===== config.mk =====
export PLATFORM = sky130hd
export DESIGN_NAME = pcbp_back
export DESIGN_NICKNAME = d
export VERILOG_FILES = /design/src/hdl/pcbp_pkg.sv /design/src/hdl/pcbp_back.sv
export SDC_FILE = /design/constraint.sdc
export NUM_CORES = 1
export LEC_CHECK = 0
export ABC_CLOCK_PERIOD_IN_PS = 5100
export BUFFER_PORTS_ARGS = -buffer_cell sky130_fd_sc_hd__buf_2
export CAP_MARGIN = 20
export CORE_MARGIN = 2
export CORE_UTILIZATION = 60
export DETAILED_ROUTE_END_ITERATION = 8
export PLACE_DENSITY = 0.84
export RECOVER_POWER = 50
export SKIP_LAST_GASP = 1
export SLEW_MARGIN = 10
export SYNTH_ARGS = -nofsm -noshare
export SYNTH_HDL_FRONTEND = slang
export SYNTH_SLANG_ARGS = --single-unit

===== constraint.sdc =====
create_clock -name clk -period 5.1 [get_ports clk]
set_clock_uncertainty 0.1 [all_clocks]
set_input_delay 0.51 -clock clk [delete_from_list [all_inputs] [get_ports clk]]
set_output_delay 0.51 -clock clk [all_outputs]
set_load 0.03 [all_outputs]

===== src/hdl/pcbp_pkg.sv =====
// ----------------------------------------------------------------------------
// pcbp_pkg: shared constants for the prefix code bit packer
// Field widths, item kind codes, codebook depth and job queue depth.
// ----------------------------------------------------------------------------
package pcbp_pkg;

  // Input and result field widths
  localparam int KIND_W   = 2;
  localparam int SYM_W    = 8;
  localparam int CODE_W   = 48;
  localparam int LEN_W    = 6;
  localparam int BYTE_W   = 8;

  // Codebook depth, one entry per byte symbol
  localparam int SYM_COUNT = 256;

  // Entries in the job queue between front and back
  localparam int Q_DEPTH = 4;

  // Item kind codes
  localparam logic [KIND_W-1:0] KIND_LOAD   = 2'd0;
  localparam logic [KIND_W-1:0] KIND_ENCODE = 2'd1;
  localparam logic [KIND_W-1:0] KIND_FLUSH  = 2'd2;

endpackage


===== src/hdl/pcbp_back.sv =====
// ----------------------------------------------------------------------------
// pcbp_back: byte emitter
// Takes one job at a time and sends its bytes, earliest first, one beat per
// cycle while out_ready is high, flagging the final byte of each job.
// ----------------------------------------------------------------------------
module pcbp_back #(
  parameter int  MAX_CODE_LEN = 48,
  localparam int ACC_W        = MAX_CODE_LEN + 7,
  localparam int SH_W         = $clog2(ACC_W),
  localparam int NB_W         = $clog2(ACC_W / 8 + 1)
) (
  input  logic                         clk,
  input  logic                         rst_n,
  input  logic                         job_valid,
  output logic                         job_ready,
  input  logic [ACC_W-1:0]             job_acc,
  input  logic [SH_W-1:0]              job_shift,
  input  logic [NB_W-1:0]              job_count,
  output logic                         out_valid,
  input  logic                         out_ready,
  output logic [pcbp_pkg::BYTE_W-1:0]  out_out_byte,
  output logic                         out_last
);
  import pcbp_pkg::*;

  logic             cur_v_r;
  logic [ACC_W-1:0] acc_r;
  logic [SH_W-1:0]  sh_r;
  logic [NB_W-1:0]  left_r;
  logic             on_last;

  assign on_last      = (left_r == NB_W'(1));
  assign out_valid    = cur_v_r;
  assign out_last     = on_last;
  assign out_out_byte = BYTE_W'(acc_r >> sh_r);
  assign job_ready    = !cur_v_r || (out_ready && on_last);

  // Hold the current job
  always_ff @(posedge clk) begin
    if (!rst_n) begin
      cur_v_r <= 1'b0;
    end else if (job_ready) begin
      cur_v_r <= job_valid;
    end
  end

  // Load a new job or step to the next byte
  always_ff @(posedge clk) begin
    if (job_ready && job_valid) begin
      acc_r  <= job_acc;
      sh_r   <= job_shift;
      left_r <= job_count;
    end else if (cur_v_r && out_ready) begin
      sh_r   <= sh_r - SH_W'(8);
      left_r <= left_r - NB_W'(1);
    end
  end

endmodule


---- Yosys cells after proc, flatten, opt, wreduce, memory -nomap -nowiden ----
Cells that the tools add are included.
word-level totals
  register bits ........................... 65
  input bits .............................. 68
  output and inout bits ................... 11
  word-level logic and storage cells ...... 18
operators by class
  add/subtract/negate cells ............... 2
  equality and inequality tests ........... 1
  shift-type cells ........................ 1
  mux-type cells .......................... 4
  reduce and logical (&&, ||, !) cells .... 6
operators by type and width
  operator                                                                count
  55-bit by 6-bit >> shifter with 8-bit output                            1
  6-bit two-way mux                                                       2
  3-bit two-way mux                                                       2
  6-bit by 4-bit subtractor with 6-bit output (second input constant)     1
  3-bit by 1-bit equality test with 1-bit output (second input constant)  1
  1-bit logical AND                                                       3
  3-bit by 1-bit subtractor with 3-bit output (second input constant)     1
  2-bit nonzero test                                                      1
  1-bit logical NOT                                                       1
  1-bit logical OR                                                        1

---- Longest topological paths before layout ----
  word-level depth ........................ 5
  depth in mapped cells ................... 9
  depth with buffers taken out ............ 8

---- Least setup slack after synthesis ----
OpenSTA, ideal clock, no wires.
  kind .................................... flip-flop to output port
  start point ............................. register sh_r[0]
  end point ............................... output out_out_byte[5] in the netlist's numbering
  arrival time ............................ 2.686 ns
  data required time ...................... 4.490 ns
  setup slack ............................. 1.804 ns
  cell stages (with the launch flop) ...... 9
  path buffers ............................ 4
  cells stage by stage .................... edfxtp_1 > buf_6 > buf_12 > buf_6 > buf_4 > mux2_2 > o211ai_1 > o221ai_1 > o41ai_1
between the ends
  word-level cells in the longest chain between the ends .. 1
RTL lines
  what                                          line             source
  from (decl)                                   pcbp_back.sv:28  logic [SH_W-1:0] sh_r;
  from (signal assigned)                        pcbp_back.sv:51  sh_r <= job_shift;
  from (signal assigned)                        pcbp_back.sv:54  sh_r <= sh_r - SH_W'(8);
  55-bit by 6-bit >> shifter with 8-bit output  pcbp_back.sv:35  assign out_out_byte = BYTE_W'(acc_r >> sh_r);
  to (decl)                                     pcbp_back.sv:21  output logic [pcbp_pkg::BYTE_W-1:0] out_out_byte,
Every way passes these cells.

---- Final worst setup path ----
  start point ............................. register sh_r[1]
  end point ............................... output out_out_byte[7] in the netlist's numbering
The elaborated chain is that of the path after synthesis.

==> impl_metrics.tcl <==
set metrics [dict create \
    synth_top_area_share_pct 43.4 \
    grt_antenna_before_repair 0 \
    synth_xor_area_share_pct 0.395 \
    finalPower_w 0.00155 \
    ctsResizeCount 0 \
    r2r_start "left_r[0]" \
    cts_tree "built" \
    r2r_slack_ns 2.38 \
    cts_root_buf "clkbuf_8" \
    post_drt_wl_per_cell_um 21.1 \
    synth.largest_area_cell "edfxtp_1" \
    dr_total_vias 3305 \
    grt_overflow 0 \
    yosysWarnings 0 \
    fillCellCount 517 \
    maxCapViolations 0 \
    synth-seq-area-share_pct 43.8 \
    fin_crit_ns 3.86 \
    max-clock-path-buffers 2 \
    synth-edff-count 64 \
    ant_nets 0 \
    critical_path_class "reg -> out" \
    clkTransAtPathRegs_ns 0.08 \
    drc 0 \
    peakVddDrop_v 0.000235 \
    n_antenna_cell 0 \
    intPower_w 0.00106 \
    yosysUniqueCellTypes 45 \
    critPathArrivalTime_ns 3.25 \
    cts_setup_buffers 0 \
    switchingPower_w 0.000495 \
    cts_buffers 9 \
    drt_iter0_markers 464 \
    clock_power_share_pct 28.2 \
    viasPerCell 6.69 \
    dieArea_um2 8090 \
    syn_to_final_growth_pct 13.6 \
    syn_area_um2 4430 \
    crit_fanout 25 \
    finalCritPeriodShare_pct 75.7 \
    worst_pin_slew_ns 1.04 \
    power_frac_comb_pct 27.0 \
    initial_core_util_pct 61.4 \
    grt_max_degree 64 \
    setup_tns_ns 0 \
    p_per_area_nw_per_um2 308 \
    outcome "completed" \
    rows 31 \
    hold_violations 0 \
    dpl.hpwl_mm 7.44 \
    syn_area_per_cell_um2 13.8 \
    port_buffers 78 \
    die_height_um 90.0 \
    setup.worst_path.start "sh_r[1]" \
    track_usage_pct 26.7 \
    drive_gt1_share_pct 38.0 \
    yosys.area_share.simple_pct 8.21 \
    core_area_um2 7210 \
    p_sw_share_pct 31.9 \
    startpoint_type "flip-flop" \
    p_seq_share_pct 44.8 \
    crit_required_ns 4.49 \
    final_max_slew_viol_count 0 \
    die_w_um 90.0 \
    worstSetupEndpointType "primary output" \
    synth_nets 393 \
    relSlewSlack_pct 30.4 \
    dpl_cell_area_um2 4840 \
    place.gp.congestion 0.919 \
    yosys-top-cells-count "edfxtp_1, mux4_2, mux2i_1" \
    syn_inst 322 \
    muxShareOfSynthArea_pct 33.6 \
    fmax_mhz 259 \
    hold_class "in -> reg" \
    synth_top_family_by_area "multiplexers" \
    grt_pass1_wl_mm 16.9 \
    htree_levels 3 \
    final_nets 461 \
    wl_mm 10.4 \
    cts-hold-fix-buffers 0 \
    ys_ff_latch 65 \
    clock_latency_ns 0.35 \
    pin_count 79 \
    p_leak_nw 1.86 \
    synth_compound_area_share_pct 9.09 \
    synth_ff_type "edfxtp_1" \
    rsz0062_at_grt "no" \
    finalSetupViolations 0 \
    yosysMostFrequentCell "edfxtp_1" \
    fin_area_um2 5040 \
    hold_ws_ns 0.227 \
    first_global_vias 3090 \
    ys_top_cells_by_area "edfxtp_1, mux4_2, mux2i_1" \
    synth_fa_ha_area_share_pct 0.847 \
    synthArstFlopShare_pct 0 \
    min-delay-start "job_acc[22]" \
    clock-sinks 65 \
    firstDrtPassIters 5 \
]
## cells in the final DEF, fill, tap and decap left out, types with 11 or more instances in the layout
| cell type | Yosys | routed |
|---|---|---|
| buf_2 | 9 | 77 |
| edfxtp_1 | 64 | 64 |
| mux4_2 | 44 | 44 |
| mux2i_1 | 29 | 29 |
| nand2_1 | 20 | 20 |
| nor2_1 | 13 | 13 |
| nand3_1 | 13 | 13 |
| a22oi_1 | 13 | 13 |
| a21oi_1 | 11 | 11 |
## registers in the layout, indices dropped and copies added, names as in the netlist
name,flops
sh_r,6
out_valid,1
left_r,3
acc_r,55
## area by class of cell
| cell class | instances | area, µm² | share of cell area [%] |
|---|---|---|---|
| Tap cell | 99 | 124 | 2.46 |
| Multi-Input combinational cell | 223 | 2310 | 45.9 |
| Clock buffer | 10 | 128 | 2.53 |
| Inverter | 7 | 27.5 | 0.547 |
| Clock inverter | 6 | 67.6 | 1.34 |
| Timing Repair Buffer | 84 | 434 | 8.62 |
| Sequential cell | 65 | 1940 | 38.6 |
## worst max-delay path, stage by stage, from the launching register on
cell      delay, ns
edfxtp_1       1.04
buf_4          0.47
mux2i_1        0.33
mux2i_1        0.14
mux4_2         0.49
nand3_1        0.11
o41ai_1        0.09
buf_2          0.21
## power groups by stage
stage	clock, W	sequential [W]	combinational, W
finish	0.000437	0.000695	0.000418
global placement	0	0.000701	0.000406
detailed placement	0	0.000703	0.000412
CTS	0.000445	0.000693	0.000414
floorplan	0	0.000668	0.000329
global route	0.000465	0.000701	0.000449
## kinds of logic after synthesis
group,count (synthesis)
buffers and inverters,34
adders and majority gates,3
xor gates and xnor gates,2
DFF,65
AOI/OAI and AO/OA,59
muxes,85
and+or+nand+nor,74
## final timing paths
kind	end	cells past startpoint
worst min-delay path	acc_r[22]	1
worst min register to register	out_valid	2
worst max register to register	sh_r[5]	7
worst max-delay path	out_out_byte[7]	7
## metal layers
layer | vias up | track usage [%] | routed length, µm
met2 | 204 | 37.5 | 4680
met5 | - | 0 | 0
li1 | 1474 | - | -
met4 | 0 | 11.4 | 307
met1 | 1590 | 40.6 | 4480
met3 | 37 | 6.12 | 968
## metrics by stage
step                      util (%)  worst slack, ns  instances
after detailed placement      67.1             1.70        478
final                         69.8             1.24        494
after global placement        67.1             1.80        478
after global routing          69.8             1.11        494
after CTS                     69.8             1.29        494
after floorplan                  -             1.80        322
No activity file was read; power rests on OpenSTA's default activity.
