$ cat src/hdl/pcbp_pkg.sv
// ----------------------------------------------------------------------------
// pcbp_pkg: shared constants for the prefix code bit packer
// Field widths, item kind codes, codebook depth and job queue depth.
// ----------------------------------------------------------------------------
package pcbp_pkg;

  // Input and result field widths
  localparam int KIND_W   = 2;
  localparam int SYM_W    = 8;
  localparam int CODE_W   = 48;
  localparam int LEN_W    = 6;
  localparam int BYTE_W   = 8;

  // Codebook depth, one entry per byte symbol
  localparam int SYM_COUNT = 256;

  // Entries in the job queue between front and back
  localparam int Q_DEPTH = 4;

  // Item kind codes
  localparam logic [KIND_W-1:0] KIND_LOAD   = 2'd0;
  localparam logic [KIND_W-1:0] KIND_ENCODE = 2'd1;
  localparam logic [KIND_W-1:0] KIND_FLUSH  = 2'd2;

endpackage

$ cat src/hdl/pcbp_fifo.sv
// ----------------------------------------------------------------------------
// pcbp_fifo: job queue between front and back
// Small register queue with valid/ready on both sides.
// ----------------------------------------------------------------------------
module pcbp_fifo #(
  parameter int WIDTH = 8
) (
  input  logic             clk,
  input  logic             rst_n,
  input  logic             push_valid,
  output logic             push_ready,
  input  logic [WIDTH-1:0] push_data,
  output logic             pop_valid,
  input  logic             pop_ready,
  output logic [WIDTH-1:0] pop_data
);
  import pcbp_pkg::*;

  localparam int PTR_W = $clog2(Q_DEPTH);

  logic [WIDTH-1:0] mem_r [Q_DEPTH];
  logic [PTR_W:0]   wr_ptr_r;
  logic [PTR_W:0]   rd_ptr_r;
  logic             full;
  logic             empty;

  assign empty      = (wr_ptr_r == rd_ptr_r);
  assign full       = (wr_ptr_r[PTR_W] != rd_ptr_r[PTR_W]) &&
                      (wr_ptr_r[PTR_W-1:0] == rd_ptr_r[PTR_W-1:0]);
  assign push_ready = !full;
  assign pop_valid  = !empty;
  assign pop_data   = mem_r[rd_ptr_r[PTR_W-1:0]];

  // Store pushed jobs
  always_ff @(posedge clk) begin
    if (push_valid && push_ready) begin
      mem_r[wr_ptr_r[PTR_W-1:0]] <= push_data;
    end
  end

  // Advance pointers
  always_ff @(posedge clk) begin
    if (!rst_n) begin
      wr_ptr_r <= '0;
      rd_ptr_r <= '0;
    end else begin
      if (push_valid && push_ready) begin
        wr_ptr_r <= wr_ptr_r + (PTR_W+1)'(1);
      end
      if (pop_valid && pop_ready) begin
        rd_ptr_r <= rd_ptr_r + (PTR_W+1)'(1);
      end
    end
  end

endmodule

$ cat config.mk
export PLATFORM = sky130hd
export DESIGN_NAME = pcbp_fifo
export DESIGN_NICKNAME = d
export VERILOG_FILES = /design/src/hdl/pcbp_pkg.sv /design/src/hdl/pcbp_fifo.sv
export SDC_FILE = /design/constraint.sdc
export NUM_CORES = 1
export LEC_CHECK = 0
export BUFFER_PORTS_ARGS = -buffer_cell sky130_fd_sc_hd__clkbuf_2
export CAP_MARGIN = 20
export CORE_UTILIZATION = 45
export CTS_CLUSTER_SIZE = 40
export DETAILED_ROUTE_END_ITERATION = 16
export SYNTH_ARGS = -nofsm -noshare
export SYNTH_HDL_FRONTEND = slang
export SYNTH_SLANG_ARGS = --single-unit
$ cat constraint.sdc
create_clock -name clk -period 5.5 [get_ports clk]
set_clock_uncertainty 0.2 [all_clocks]
set_input_delay 0.275 -clock clk [delete_from_list [all_inputs] [get_ports clk]]
set_output_delay 0.275 -clock clk [all_outputs]
set_load 0.005 [all_outputs]
# Word-level counts from Yosys, hierarchy flattened
# Memories as Yosys holds them, arrays and structs flattened. A register that Yosys moved wholly into a read port is not among the register bits.
# Cells that the tools add are included.
# word_totals
in_bits,12
reg_bits,6
n_memories,1
out_inout_bits,10
elab_cells,17
ramBits,32
# memory_table
memory,words,word_bits,read_ports,rd_clocked_by_memory_dff,wr,line_no,text
mem_r,4,8,1,1,1,pcbp_fifo.sv:21,logic [WIDTH-1:0] mem_r [Q_DEPTH];
# classes
eq_ne,3
reduce_logical,5
n_addsub,2
mux,4
# op_table
op,count
$add 3x1->3 const B,2
$mux 2,2
$eq 3x3->1,1
$logic_and 1x1->1,3
$eq 2x2->1,1
$logic_not 1->1,2
$mux 1,2
$ne 1x1->1,1

# Longest topological paths before layout
# depth
depth_word,6
mapped_depth,5
depth_no_buf,4

# Least setup slack after synthesis
# Ideal clock, no wire load.
# synth_path
path_kind,flip-flop to flip-flop
start,register wr_ptr_r[0]
end,memory mem_r[3][0] (enable)
setup_ps,375
slack_ps,3598
arrival_time_ps,1326
path_stages_with_launch,4
period_less_slack_ps,1902
path_buffers,0
t_required_ps,4925
path_cell_list,dfxtp_1 > xor2_1 > nor2_1 > a21oi_1
# synth_between
elab_chain_cells,6
# synth_rtl
item,line_no,text
from (decl),pcbp_fifo.sv:22,logic [PTR_W:0] wr_ptr_r;
from (signal assigned),pcbp_fifo.sv:48,wr_ptr_r <= wr_ptr_r + (PTR_W+1)'(1);
$eq 2x2->1,pcbp_fifo.sv:29,(wr_ptr_r[PTR_W-1:0] == rd_ptr_r[PTR_W-1:0]);
$logic_and 1x1->1,pcbp_fifo.sv:28,assign full = (wr_ptr_r[PTR_W] != rd_ptr_r[PTR_W]) &&
$logic_not 1->1,pcbp_fifo.sv:30,assign push_ready = !full;
$logic_and 1x1->1,pcbp_fifo.sv:36,if (push_valid && push_ready) begin
$mux 1,pcbp_fifo.sv:36,
$mux 1 (implied by the code),pcbp_fifo.sv:37,mem_r[wr_ptr_r[PTR_W-1:0]] <= push_data;
to (decl),pcbp_fifo.sv:21,
# Parallel ways exist; a longest one is shown, timed or not.

# Worst setup path in the final report
# layout_path
start,register wr_ptr_r[0]
end,memory mem_r[3][1] (enable)
# Same word-level chain as after synthesis.

==> run_results.csv <==
group,metric,value,unit
setup_path,critPathMaxStageDelay,0.66,ns
logic_synthesis,syn-num-nets,127,
setup_path,ff2ff_path_depth,3,
floorplan,rows,22,
finish,nets,151,
drt,via_count,970,
setup_path,startpoint_type,"register",
setup_path,cp.required,5.21,ns
clock_tree,ctsResizeCount,0,
power,leakagePower,0.713,nW
floorplan,die_x,63.9,microns
global_routing,grt_antenna_before_repair,0,
clock_tree,insertion_delay,0.28,ns
logic_synthesis,synthFlopType,"edfxtp_1",
timing,maxSlewViolCount,0,
hold_path,min_to,"mem_r[3][6]",
timing,timing.fmax,0.445,GHz
drt,wl,3010,microns
clock_tree,clock-root-buffer,"clkbuf_8",
finish,antenna_cells,0,
clock_tree,htreeDepth,2,
finish,fillers,319,
floorplan,initial_core_util,47.1,%
place,io_buffers,21,
setup_path,crit_chain,"xor2_1, nor2_1, a21oi_1",
logic_synthesis,syn_inst,110,
finish,syn2layout_area_growth,14.2,%
logic_synthesis,ys_async_sr_fraction,0,%
global_routing,grt_pass1_vias,946,
power,powerDensity,452,nW/um^2
logic_synthesis,netlist_top_cells_area,"edfxtp_1 56%, mux4_2 10%, dfxtp_1 9.3%",
drt,vias_per_cell,5.30,
clock_tree,ctsLongestPathBuffers,2,
global_routing,grt-ovfl-total,0,
logic_synthesis,avgSynthCellArea,15.7,sq um
global_routing,track_usage,16.5,%
place,placed_area,1860,sq um
clock_tree,post_cts.repair.setup_buffers,0,
setup_path,cp_data_arrival_time,1.95,ns
timing,finalSetupViolCount,0,
hold_path,hold_depth,1,
logic_synthesis,synth-edff-count,32,
place,place.gp.congestion,0.811,
timing,finalCriticalPeriod,2.24,ns
logic_synthesis,yosysTopAreaCell,"edfxtp_1",
timing,tightest_slew,0.806,ns
logic_synthesis,synth_top_area_share,55.7,%
power,peakVddDrop,0.185,mV
logic_synthesis,yosysSeqAreaShare,65.0,%
timing,slew_headroom,46.2,%
finish,seqCellArea,1120,sq um
floorplan,io_pins,22,
global_routing,grt_pass1_wl,4770,microns
drt,ant_nets,0,
setup_path,reg2reg_slack,3.26,ns
finish,layout-drive-gt1-share,27.4,%
floorplan,die_y,63.9,microns
hold_path,hp-start,"push_data[6]",
place,hpwl,2190,microns
drt,wl_per_cell,16.4,microns
clock_tree,hold_buffers,0,
logic_synthesis,synth_area,1720,sq um
run,maxCapViolCount,0,
floorplan,coreArea,3660,sq um
clock_tree,cts_tree,"done",
clock_tree,clock_sinks,40,
logic_synthesis,ys_ff_latch,40,
drt,dr.pass1.iters,4,
finish,multi_input_area,557,sq um
logic_synthesis,yosysMostFrequentCell,"edfxtp_1",
floorplan,die_area,4080,sq um
drt,drcViolationCount,0,
clock_tree,cts-buffers-inserted,5,
setup_path,crit_slowest_cell,"a21oi_1",
global_routing,grt_max_degree,13,
setup_path,crit_type,"reg -> reg",
hold_path,hold_class,"in -> reg",
logic_synthesis,ys_warn_count,0,
clock_tree,clk_pin_slew,0.07,ns
setup_path,crit_path_max_fanout,8,
timing,hold_violations,0,
setup_path,endpoint_kind,"register",
finish,fin_area,1970,sq um
drt,drt_iter0_drc,42,
setup_path,r2r-end,"mem_r[3][1]",
logic_synthesis,synth_common_cells,"32 x edfxtp_1, 8 x dfxtp_1, 8 x mux4_2",
logic_synthesis,synth_cell_types,28,
run_status,status,"completed",
timing,fin_crit_sh,40.8,%
setup_path,r2r-start,"wr_ptr_r[0]",
timing,rsz0062_at_grt,"false",
timing,fin_tns_setup,0,ns
[stage by stage]
stage	hold WS (ns)	utilization [%]	total power (W)	worst slack (ns)	cells
finish	0.0115	53.8	0.000890	3.26	183
global route	0.00802	53.8	0.000941	3.11	183
CTS	0.00440	53.8	0.000902	3.26	183
detailed placement	0.303	50.9	0.000674	3.30	175
global placement	0.300	50.9	0.000671	3.38	175
floorplan	0.174	-	0.000595	3.60	110
[layout by cell type (no fill, tap or decap), drive strengths merged]
master / netlist / routed
a21oi: 3 / 3
nand4: 2 / 2
clkinv: 0 / 1
dfxtp: 8 / 8
bufinv: 0 / 1
nor3: 2 / 2
a211oi: 1 / 1
a31oi: 2 / 2
and3: 1 / 1
o21ai: 4 / 4
clkbuf: 1 / 27
mux4: 8 / 8
xnor2: 3 / 3
nand2: 5 / 5
a41oi: 2 / 2
o211ai: 2 / 2
a211o: 4 / 4
nor2: 1 / 1
and2: 4 / 4
edfxtp: 32 / 32
nand3b: 4 / 4
o31a: 1 / 1
xor2: 3 / 3
nand3: 3 / 3
ha: 5 / 5
inv: 5 / 5
or4: 1 / 1
[power by group]
group	total (W)	internal, W	switching, W
clock network	0.000227	0.000135	0.0000925
registers	0.000431	0.000383	0.0000472
logic	0.000232	0.000110	0.000122
[cell type report]
class                   instances  area share (%)
flip-flops and latches         40            56.9
clock buffers                   6            3.68
inverters                       5           0.953
repair buffers                 21            5.34
well taps                      48            3.05
multi-input cells              61            28.3
clock inverters                 2            1.78
[state kept, by name (all words and copies together) (netlist names), named ones only]
| register | cells |
|---|---|
| mem_r | 32 |
| rd_ptr_r | 3 |
| wr_ptr_r | 3 |
[layer usage]
layer	up-vias	global-route usage [%]	wire length [microns]
met4	0	7.67	68
met3	7	5.00	122
met1	461	18.5	1270
li1	479	-	-
met2	23	28.3	1550
met5	-	0	0
[worst max-delay path, delay by kind of cell, from the launching register on]
kind	cells	cell delay [ns]
flip-flops	1	0.48
AND/OR/NAND/NOR	1	0.18
AO/OA/AOI/OAI	1	0.66
XOR/XNOR	1	0.34
[how the worst max path moves through the flow]
stage | from | endpoint | cells after the start
finish | wr_ptr_r[0] | mem_r[3][1] | 3
global route | wr_ptr_r[0] | mem_r[3][1] | 3
CTS | wr_ptr_r[0] | mem_r[3][1] | 3
detailed placement | wr_ptr_r[0] | mem_r[3][0] | 3
global placement | wr_ptr_r[0] | mem_r[3][6] | 3
floorplan | wr_ptr_r[0] | mem_r[3][0] | 3
[kinds of logic (layout without fill, tap and decap cells)]
logic type	Yosys count	after routing	share of synthesized area [%]
AO/OA/AOI/OAI	19	19	7.62
XOR/XNOR	6	6	3.05
AND/OR/NAND/NOR	23	23	7.55
adder cells (fa/ha/maj)	5	5	3.63
multiplexers	8	8	10.4
flip-flops	40	40	65.0
buffers and inverters	9	34	2.68
Power figures use the tool's default switching activity.
